## src/design/frs_pkg.sv

```systemverilog
// package for the fpu register stack: request and response structs,
// operation and fault codes, stack geometry and slot arithmetic helpers
// no dependencies
package frs_pkg;

  localparam int unsigned StackDepth = 8;
  localparam int unsigned PtrW = (StackDepth > 1) ? $clog2(StackDepth) : 1;
  localparam int unsigned IdxW = 3;
  // wide enough for top + index and for the three low bits of top
  localparam int unsigned SumW = ((PtrW > IdxW) ? PtrW : IdxW) + 1;

  localparam int unsigned MantW = 64;
  localparam int unsigned SexpW = 16;
  localparam int unsigned StatW = 16;
  localparam int unsigned FaultW = 2;

  typedef logic [PtrW-1:0] ptr_t;

  typedef enum logic [2:0] {
    OpPush    = 3'd0,
    OpPop     = 3'd1,
    OpRead    = 3'd2,
    OpWrite   = 3'd3,
    OpSetCode = 3'd4,
    OpStatus  = 3'd5
  } op_e;

  localparam logic [FaultW-1:0] FaultNone  = 2'd0;
  localparam logic [FaultW-1:0] FaultEmpty = 2'd1;
  localparam logic [FaultW-1:0] FaultFull  = 2'd2;

  typedef struct packed {
    logic [2:0]       operation;
    logic [IdxW-1:0]  stack_index;
    logic [MantW-1:0] in_mantissa;
    logic [SexpW-1:0] in_sign_exponent;
    logic [StatW-1:0] status_in;
  } req_t;

  typedef struct packed {
    logic [MantW-1:0]  out_mantissa;
    logic [SexpW-1:0]  out_sign_exponent;
    logic [StatW-1:0]  status_word;
    logic [FaultW-1:0] fault;
  } rsp_t;

  typedef struct packed {
    logic [SexpW-1:0] sign_exponent;
    logic [MantW-1:0] mantissa;
  } entry_t;

  // (top + i) mod depth, by repeated conditional subtract on a narrow value
  function automatic ptr_t slot_of(ptr_t top, logic [IdxW-1:0] idx);
    logic [SumW-1:0] v;
    v = SumW'(top) + SumW'(idx);
    for (int k = 0; k < 8; k++) begin
      if (v >= SumW'(StackDepth)) begin
        v = v - SumW'(StackDepth);
      end
    end
    return v[PtrW-1:0];
  endfunction

  function automatic ptr_t ptr_dec(ptr_t p);
    return (p == '0) ? PtrW'(StackDepth - 1) : ptr_t'(p - 1'b1);
  endfunction

  function automatic ptr_t ptr_inc(ptr_t p);
    return (p == PtrW'(StackDepth - 1)) ? '0 : ptr_t'(p + 1'b1);
  endfunction

endpackage

```

## src/design/frs_entry_ram.sv

```systemverilog
// entry storage of the register stack: single-port synchronous ram,
// registered read; uses frs_pkg
module frs_entry_ram (
  input  logic                clk_i,
  input  logic                en_i,
  input  logic                we_i,
  input  frs_pkg::ptr_t       addr_i,
  input  frs_pkg::entry_t     wdata_i,
  output frs_pkg::entry_t     rdata_o
);

  frs_pkg::entry_t mem_q [frs_pkg::StackDepth];
  frs_pkg::entry_t rdata_q;

  always_ff @(posedge clk_i) begin
    if (en_i) begin
      if (we_i) begin
        mem_q[addr_i] <= wdata_i;
      end else begin
        rdata_q <= mem_q[addr_i];
      end
    end
  end

  assign rdata_o = rdata_q;

endmodule

```

## src/design/frs_out_queue.sv

```systemverilog
// two-entry response queue between the stack core and the output channel
// uses frs_pkg
module frs_out_queue (
  input  logic          clk_i,
  input  logic          rst_ni,
  input  logic          push_i,
  input  frs_pkg::rsp_t data_i,
  output logic          full_o,
  output logic          valid_o,
  input  logic          ready_i,
  output frs_pkg::rsp_t data_o
);

  frs_pkg::rsp_t buf_q [2];
  logic       wr_ptr_q, wr_ptr_d;
  logic       rd_ptr_q, rd_ptr_d;
  logic [1:0] count_q, count_d;
  logic       pop;

  assign pop     = valid_o & ready_i;
  assign valid_o = (count_q != 2'd0);
  assign full_o  = (count_q == 2'd2);
  assign data_o  = buf_q[rd_ptr_q];

  always_comb begin
    wr_ptr_d = push_i ? ~wr_ptr_q : wr_ptr_q;
    rd_ptr_d = pop ? ~rd_ptr_q : rd_ptr_q;
    count_d  = count_q + 2'(push_i) - 2'(pop);
  end

  always_ff @(posedge clk_i or negedge rst_ni) begin
    if (!rst_ni) begin
      wr_ptr_q <= 1'b0;
      rd_ptr_q <= 1'b0;
      count_q  <= 2'd0;
    end else begin
      wr_ptr_q <= wr_ptr_d;
      rd_ptr_q <= rd_ptr_d;
      count_q  <= count_d;
    end
  end

  always_ff @(posedge clk_i) begin
    if (push_i) begin
      buf_q[wr_ptr_q] <= data_i;
    end
  end

endmodule

```

## src/design/fpu_register_stack.sv

```systemverilog
// fpu register stack: push, write, set code, read status and any faulting
// request put their response into the response queue at accept; a pop or
// read of a valid entry passes the entry ram read register, then the queue
// throughput: one request per cycle while the response queue has room, except
// that a valid pop or read blocks the next request until its data is queued
// reset clears top, condition code, valid marks and the response queue;
// entry data stays unset until pushed; uses frs_pkg, frs_entry_ram,
// frs_out_queue
module fpu_register_stack (
  input  logic          clk_i,
  input  logic          rst_ni,
  input  logic          in_valid_i,
  output logic          in_ready_o,
  input  frs_pkg::req_t in_req_i,
  output logic          out_valid_o,
  input  logic          out_ready_i,
  output frs_pkg::rsp_t out_rsp_o
);

  // one-hot sequencer: idle, or waiting for the entry ram read data
  typedef enum logic [1:0] {
    StIdle = 2'b01,
    StRead = 2'b10
  } state_e;

  state_e state_q, state_d;

  // architectural state outside the ram
  frs_pkg::ptr_t                      top_q, top_d;
  logic [3:0]                         cc_q, cc_d;
  logic [frs_pkg::StackDepth-1:0]     valid_q, valid_d;

  // entry ram access
  logic            ram_en, ram_we;
  frs_pkg::ptr_t   ram_addr;
  frs_pkg::entry_t ram_wdata, ram_rdata;

  // response queue
  logic          q_push, q_full;
  frs_pkg::rsp_t q_data, imm_rsp;

  logic                     accept;
  logic                     go_read;
  frs_pkg::ptr_t            push_slot, idx_slot;
  logic [frs_pkg::SumW-1:0] top_ext;

  // a new request only in idle and with room in the queue
  assign in_ready_o = (state_q == StIdle) & ~q_full;
  assign accept     = in_valid_i & in_ready_o;

  assign push_slot = frs_pkg::ptr_dec(top_q);
  assign idx_slot  = frs_pkg::slot_of(top_q, in_req_i.stack_index);
  assign top_ext   = frs_pkg::SumW'(top_q);

  assign ram_wdata.sign_exponent = in_req_i.in_sign_exponent;
  assign ram_wdata.mantissa      = in_req_i.in_mantissa;

  always_comb begin
    top_d    = top_q;
    cc_d     = cc_q;
    valid_d  = valid_q;
    ram_en   = 1'b0;
    ram_we   = 1'b0;
    ram_addr = idx_slot;
    go_read  = 1'b0;
    imm_rsp  = '0;

    if (accept) begin
      unique case (in_req_i.operation)
        frs_pkg::OpPush: begin
          // top moves even when the new top entry is occupied
          top_d    = push_slot;
          ram_addr = push_slot;
          if (valid_q[push_slot]) begin
            imm_rsp.fault = frs_pkg::FaultFull;
          end else begin
            valid_d[push_slot] = 1'b1;
            ram_en = 1'b1;
            ram_we = 1'b1;
          end
        end
        frs_pkg::OpPop: begin
          ram_addr = top_q;
          if (!valid_q[top_q]) begin
            imm_rsp.fault = frs_pkg::FaultEmpty;
          end else begin
            // value comes back from the ram next cycle
            valid_d[top_q] = 1'b0;
            top_d   = frs_pkg::ptr_inc(top_q);
            ram_en  = 1'b1;
            go_read = 1'b1;
          end
        end
        frs_pkg::OpRead: begin
          if (!valid_q[idx_slot]) begin
            imm_rsp.fault = frs_pkg::FaultEmpty;
          end else begin
            ram_en  = 1'b1;
            go_read = 1'b1;
          end
        end
        frs_pkg::OpWrite: begin
          if (!valid_q[idx_slot]) begin
            imm_rsp.fault = frs_pkg::FaultEmpty;
          end else begin
            ram_en = 1'b1;
            ram_we = 1'b1;
          end
        end
        frs_pkg::OpSetCode: begin
          // status bit 14 -> code bit 3, bits 10..8 -> code bits 2..0
          cc_d = {in_req_i.status_in[14], in_req_i.status_in[10:8]};
        end
        frs_pkg::OpStatus: begin
          // only the low three bits of top are packed
          imm_rsp.status_word = {1'b0, cc_q[3], top_ext[2:0], cc_q[2:0], 8'h00};
        end
        default: begin
          // unused operation codes: no state change, all-zero response
        end
      endcase
    end
  end

  always_comb begin
    state_d = state_q;
    unique case (state_q)
      StIdle: if (go_read) state_d = StRead;
      StRead: state_d = StIdle;
      default: state_d = StIdle;
    endcase
  end

  // response from the ram read, or the immediate one at accept
  always_comb begin
    q_data = imm_rsp;
    q_push = accept & ~go_read;
    if (state_q == StRead) begin
      q_data = '0;
      q_data.out_mantissa      = ram_rdata.mantissa;
      q_data.out_sign_exponent = ram_rdata.sign_exponent;
      q_data.fault             = frs_pkg::FaultNone;
      q_push = 1'b1;
    end
  end

  always_ff @(posedge clk_i or negedge rst_ni) begin
    if (!rst_ni) begin
      state_q <= StIdle;
      top_q   <= '0;
      cc_q    <= '0;
      valid_q <= '0;
    end else begin
      state_q <= state_d;
      top_q   <= top_d;
      cc_q    <= cc_d;
      valid_q <= valid_d;
    end
  end

  frs_entry_ram u_entry_ram (
    .clk_i   (clk_i),
    .en_i    (ram_en),
    .we_i    (ram_we),
    .addr_i  (ram_addr),
    .wdata_i (ram_wdata),
    .rdata_o (ram_rdata)
  );

  // queue space is checked at accept, and no request is taken while in
  // StRead, so the read response always finds a free slot
  frs_out_queue u_out_queue (
    .clk_i   (clk_i),
    .rst_ni  (rst_ni),
    .push_i  (q_push),
    .data_i  (q_data),
    .full_o  (q_full),
    .valid_o (out_valid_o),
    .ready_i (out_ready_i),
    .data_o  (out_rsp_o)
  );

endmodule
```

## config.mk

```make
export PLATFORM = sky130hd
export DESIGN_NAME = fpu_register_stack
export DESIGN_NICKNAME = d
export VERILOG_FILES = /design/src/design/frs_pkg.sv /design/src/design/frs_entry_ram.sv /design/src/design/frs_out_queue.sv /design/src/design/fpu_register_stack.sv
export SDC_FILE = /design/constraint.sdc
export NUM_CORES = 1
export LEC_CHECK = 0
export ABC_AREA = 1
export BUFFER_PORTS_ARGS = -buffer_cell sky130_fd_sc_hd__buf_4
export CAP_MARGIN = 20
export CORE_ASPECT_RATIO = 0.6
export CORE_UTILIZATION = 45
export CTS_BUF_LIST = sky130_fd_sc_hd__clkbuf_8
export DETAILED_ROUTE_END_ITERATION = 6
export PLACE_DENSITY = 0.65
export SLEW_MARGIN = 10
export SYNTH_ARGS = -nofsm -noshare
export SYNTH_HDL_FRONTEND = slang
export SYNTH_HIERARCHICAL = 1
export SYNTH_SLANG_ARGS = --single-unit
```

## constraint.sdc

```tcl
create_clock -name clk_i -period 18.3 [get_ports clk_i]
set_input_delay 3.66 -clock clk_i [delete_from_list [all_inputs] [get_ports clk_i]]
set_output_delay 3.66 -clock clk_i [all_outputs]
set_load 0.01 [all_outputs]
```

==> impl_metrics.tcl, run 1 <==
set metrics [dict create \
    hold_depth 1 \
    crit_path_end_kind "register" \
    synth.avg_cell_area_um2 11.08 \
    dieWidth_um 379.2 \
    tightest_slew_ns 1.105 \
    hold_class "register to register" \
    cts_resized 0 \
    wire_per_inst_um 17.20 \
    worst-r2r-cell-count 16 \
    globalRoute.totalOverflow 0 \
    min-delay-start "cc_q[1]" \
    tns_ns 0 \
    clkLatencyLatePin_ns 0.82 \
    synth_edf_count 916 \
    die_h_um 228.3 \
    async_flop_share_pct 2.241 \
    rows 82 \
    drt_pass1_iterations 5 \
    syn_to_final_growth_pct 12.76 \
    setup_viol 0 \
    vias_per_cell 4.794 \
    reg2reg_slack_ns 12.29 \
    fin_nets 3806 \
    grt_use_total_pct 19.94 \
    drtIter0Drc 1724 \
    drv_cap 0 \
    fill_cells 7367 \
    grt_max_degree 174 \
    drt_wl_total_um 85050 \
    numCtsBuffers 142 \
    rsz0062_at_grt "false" \
    timing.rr.end "u_entry_ram/rdata_o[30]" \
    reg2reg_from "top_q[0]" \
    slew_viol_final 0 \
    grt_pass1_wl_um 130900 \
    drc_errors 0 \
    fmaxAchievable_mhz 121.3 \
    cp.required_ns 18.97 \
    finalHoldViolations 0 \
    root_buffer "clkbuf_8" \
    fin_crit_sh_pct 45.06 \
    htree_levels 4 \
    clock_skew_ns 0.02903 \
    irDropWorstVdd_mv 0.1984 \
    power_density_nw_per_um2 153.9 \
    path_class "primary input to register" \
    post_cts_buffers 0 \
    die_area_um2 86590 \
    portBuffers 193 \
    status "completed" \
    ys.flop_type "edfxtp_1" \
    netlist_instances 3467 \
    ys_seq_elements 937 \
    relSlewSlack_pct 26.30 \
    vias 23710 \
    ys_types 43 \
    tritoncts "built" \
    synthesis.area_um2 38420 \
    antenna_found_initial 10 \
    place_area_um2 40730 \
    path_max_fanout 93 \
    clk_path_buf_depth 3 \
    seq_area_frac_synth_pct 72.96 \
    gp_congestion 0.8427 \
    io_pins 206 \
    clkSinkCount 937 \
    clk_pin_slew_ns 0.06 \
    period_minus_slack_ns 8.247 \
    fin_area_um2 43320 \
    start_util_pct 45.72 \
    holdPathEnd "cc_q[1]" \
    grt_pass1_vias 22450 \
    leakage_nw 18.25 \
    cp.arrival_ns 8.92 \
    drtAntennaViolNets 0 \
    drive_above_1_share_pct 12.03 \
    coreArea_um2 84030 \
    post-dp-hpwl_um 43240 \
    startpoint_type "primary input" \
    ys_warn_count 6 \
    hold_buffers 0 \
]
cell type report:
type	instances	area, um^2	area share (%)
clock inverter	109	511.7	1.181
timing repair buffer	231	1747	4.032
sequential	937	28040	64.71
clock buffer	151	2078	4.797
tap	1134	1419	3.275
antenna	3	7.507	0.01733
multi-input combinational	2263	9051	20.89
inverter	117	473.0	1.092
routing by layer:
layer  GRT usage, %  up-vias  share of wire, %
met1          27.93    11210                46
met2          30.90      555                46
met4          7.107       14               1.9
li1               -    11810                 -
met3          4.086      128               5.9
met5              0        -              0.10
cells in the mapped netlist (all sizes together), types with 2 or more instances:
cell       n  area, um^2
xor2       2       17.52
nand3b     2       15.01
mux2       4       45.04
nand3     32       170.2
clkbuf    27       101.4
nand4     33       206.5
nor2     102       385.4
nand2   2003        7570
nor3b      4       30.03
edfxtp   916       27510
o21ai     29       156.4
nor3       7       56.31
a22oi      2       15.01
buf      140       943.4
ha         7       87.58
nor4       8       50.05
dfrtp     20       500.5
inv      116       452.9
a21oi      6       30.03
worst max-delay path by stage:
stage	cells past startpoint	from	end
2_1_floorplan	10	in_req_i[96]	u_entry_ram/mem_q[7][0]
4_1_cts	16	in_req_i[100]	u_entry_ram/rdata_o[22]
6_report	16	in_req_i[100]	u_entry_ram/rdata_o[30]
3_3_place_gp	16	in_req_i[100]	u_entry_ram/rdata_o[17]
3_5_place_dp	16	in_req_i[100]	u_entry_ram/rdata_o[22]
5_1_grt	16	in_req_i[100]	u_entry_ram/rdata_o[30]
critical path, stage by stage:
cell,delay (ns)
buf_4,0.14
nor2_1,0.10
nand2_1,0.27
inv_1,0.28
a22oi_1,0.17
a21oi_4,0.19
buf_4,0.63
buf_4,0.87
buf_4,0.82
buf_4,0.94
nand2_1,0.16
nand2_1,0.12
nand2_1,0.05
nand2_1,0.10
nand2_1,0.05
nand2_1,0.12
power by group:
group	internal (W)	total (W)	switching (W)
logic	0.000688	0.00237	0.00168
registers	0.00264	0.00272	0.0000709
clock network	0.000782	0.00159	0.000804
registers in the layout (all words and copies together) (netlist names):
register              flops
u_entry_ram/mem_q       640
u_out_queue/buf_q       196
u_entry_ram/rdata_o      80
valid_q                   8
cc_q                      4
top_q                     3
state_q                   2
u_out_queue/count_q       2
u_out_queue/rd_ptr_q      1
u_out_queue/wr_ptr_q      1
cell families (layout without fill, tap and decap cells):
| group | Yosys count | in the layout | synth area share (%) |
|---|---|---|---|
| and+or+nand+nor | 2191 | 2191 | 22.08 |
| DFF | 937 | 937 | 72.96 |
| muxes | 4 | 4 | 0.1172 |
| xor gates and xnor gates | 3 | 3 | 0.06840 |
| buffers and inverters | 284 | 608 | 3.921 |
| other | 1 | 21 | 0.009760 |
| adders and majority gates | 8 | 8 | 0.2801 |
| AOI/OAI and AO/OA | 39 | 39 | 0.5602 |
placed cells by master (no fill, tap or decap), drive strengths merged, types with 3 or more instances in the layout:
cell type	n
nand2	2003
edfxtp	916
buf	231
inv	165
clkbuf	151
nor2	102
clkinv	56
nand4	33
nand3	32
o21ai	29
dfrtp	20
conb	18
nor4	8
ha	7
nor3	7
a21oi	6
nor3b	4
mux2	4
clkinvlp	4
diode	3
per-stage QoR:
step	util, %	hold WS [ns]	setup WS (ns)	instances	power (W)
after detailed placement	48.47	0.4859	9.297	4682	0.005141
final	51.56	0.4990	10.05	4945	0.006669
after global routing	51.56	0.5277	9.680	4944	0.007142
after global placement	48.47	0.4855	9.348	4682	0.005120
after CTS	51.55	0.5000	10.21	4942	0.006748
after floorplan	-	0.4634	4.781	3484	0.004477
Power figures use the tool's default switching activity.
==> inputs of run 2 (changes only) <==
PLACE_DENSITY = 0.67   (was 0.65)
clock period = 7.2 ns   (was 18.3 ns; I/O delays follow)
==> run 2 against run 1 <==
The run now ends with design-rule violations left; combinational power grew to 2.6 times the previous value; non-clock buffer count shrank 3; worst hold slack improved by 0.0038 ns; clock skew shrank 0.00098 ns; final area up 0.17%; via count is 0.35% higher; sequential power rose to 2.6 times the previous value; critical path type is now register to output port; largest power group unchanged.
==> impl_metrics.tcl, run 2 (synthesis results as in run 1) <==
set metrics [dict create \
    reg2reg_slack_ns 2.81 \
    clk_path_buf_depth 3 \
    grt_util_met1_pct 28.32 \
    mostFrequentLayoutCells "nand2_1 (1991), edfxtp_1 (916), buf_4 (220)" \
    final_core_util_pct 51.65 \
    clkLatencyLatePin_ns 0.80 \
    path_max_fanout 57 \
    setup_ws_ns 2.501 \
    gr-max-usage-layer "met2" \
    power_density_nw_per_um2 392.7 \
    clkSinkCount 937 \
    grt_pass1_wl_um 132600 \
    clock_skew_ns 0.02805 \
    drt_pass1_iterations 7 \
    clockPowerShare_pct 23.5 \
    drt_wl_total_um 86380 \
    combPwrFrac_pct 35.7 \
    cp_top_family "buffers and inverters" \
    period_minus_slack_ns 4.699 \
    status "complete, but fails checks" \
    cp.required_ns 5.76 \
    leakage_nw 18.26 \
    numCtsBuffers 142 \
    path_cells "inv_4 -> buf_4 -> nand2_1 -> nand2_1 -> buf_4" \
    globalRoute.totalOverflow 0 \
    fill_cells 7371 \
    tns_ns 0 \
    vias 23790 \
    grtUsageMet2_pct 30.78 \
    relSlewSlack_pct 24.87 \
    rows 82 \
    antenna_found_initial 11 \
    root_buffer "clkbuf_8" \
    largest_reg_flops 640 \
    io_pins 206 \
    grt_max_degree 173 \
    cp_slowest_cell "dfrtp_4" \
    internal_power_w 0.01050 \
    die_h_um 228.3 \
    tightest_slew_ns 1.127 \
    start_util_pct 45.72 \
    syn_to_final_growth_pct 12.95 \
    top_register "u_entry_ram/mem_q" \
    die_area_um2 86590 \
    drtIter0Drc 1773 \
    grt_use_met3_pct 4.876 \
    startpoint_type "register" \
    portBuffers 193 \
    p_sw_share_pct 38.38 \
    clk_pin_slew_ns 0.06 \
    setup_viol 0 \
    cts_resized 0 \
    rsz0062_at_grt "false" \
    fin_nets 3803 \
    total_power_w 0.01704 \
    seqPwrFrac_pct 40.8 \
    wire_per_inst_um 17.54 \
    fin_cells 4924 \
    place_ws_ns 1.879 \
    gp_congestion 0.8187 \
    coreArea_um2 84030 \
    dieWidth_um 379.2 \
    tritoncts "built" \
    finalHoldViolations 0 \
    irDropWorstVdd_mv 0.7614 \
    fmaxAchievable_mhz 212.8 \
    drtAntennaViolNets 0 \
    htree_levels 4 \
    grt_use_total_pct 20.13 \
    cp.arrival_ns 3.26 \
    drc_errors 8 \
    path_class "register to output port" \
    failed_checks "design-rule violations" \
    dpl.cell_count 4679 \
    final_common_cell "nand2_1" \
    slew_viol_final 0 \
    p_sw_w 0.006541 \
    vias_per_cell 4.832 \
    ff_latch_area_um2 28040 \
    hold_buffers 0 \
    grt_pass1_vias 22760 \
    critPathMaxStageDelay_ns 0.76 \
    post_cts_buffers 0 \
    crit_path_end_kind "output port" \
    crit_buf_inv 3 \
    drive_above_1_share_pct 11.75 \
    fin_crit_sh_pct 65.26 \
    hold_class "register to register" \
    drv_cap 0 \
    post-dp-hpwl_um 43390 \
    multiInputGateArea_um2 9121 \
]
[run 2: changes by cell type in the layout (fill, tap and decap cells not counted)]
cell / change
clkinvlp_4: +2
clkinv_1: -17
bufinv_16: +3
buf_4: -10
nor4_2: -8
clkinv_2: -7
inv_1: +10
inv_6: -2
inv_8: +1
nor4_4: +8
clkbuf_8: -7
buf_12: +7
diode_2: -1
[run 2: path summary, 6_finish.rpt]
path | start | end | cells after the start
worst min-delay path | cc_q[1] | cc_q[1] | 1
worst max register to register | top_q[1] | u_entry_ram/mem_q[5][51] | 12
max in group asynchronous | rst_ni | state_q[0] | 1
worst max-delay path | u_out_queue/rd_ptr_q | out_rsp_o[30] | 5
min in group asynchronous | rst_ni | u_out_queue/wr_ptr_q | 1
worst min register to register | cc_q[1] | cc_q[1] | 1
[run 2: per-layer routing]
metal | vias to the layer above | share of wire, %
met2 | 683 | 45
met3 | 137 | 7.1
met5 | - | 0.10
met1 | 11180 | 46
met4 | 16 | 1.9
li1 | 11780 | -
[run 2: per-stage QoR]
stage	area, um^2	hold slack, ns
4_1_cts	43390	0.4933
5_1_grt	43400	0.5199
3_5_place_dp	40860	0.4898
2_1_floorplan	38530	0.4634
6_report	43400	0.5028
3_3_place_gp	40860	0.4803
[run 2: worst register-to-register path: stages (launching register included)]
cell     delay, ns
dfrtp_1       0.58
inv_2         0.23
fa_1          0.53
inv_1         0.13
a21oi_1       0.05
o21ai_0       0.07
nand2_1       0.08
nand2_1       0.12
nand4_1       0.10
a21oi_1       0.29
nand2_1       0.52
nor4_4        0.35
buf_4         0.91
[run 2: power groups by stage]
stage / Clock, W / Combinational (W) / Sequential (W)
after global routing: 0.00434 / 0.00689 / 0.00699
after CTS: 0.00412 / 0.00612 / 0.00695
after detailed placement: 0 / 0.00610 / 0.00706
final: 0.00401 / 0.00609 / 0.00695
after floorplan: 0 / 0.00441 / 0.00699
after global placement: 0 / 0.00603 / 0.00705
[run 2: final cells by class]
cell class,count,share of cell area (%)
sequential,937,64.60
multi-input combinational,2263,21.02
clock buffer,144,4.567
timing repair buffer,228,4.175
tap,1134,3.269
clock inverter,99,1.266
inverter,117,1.090
antenna,2,0.01153
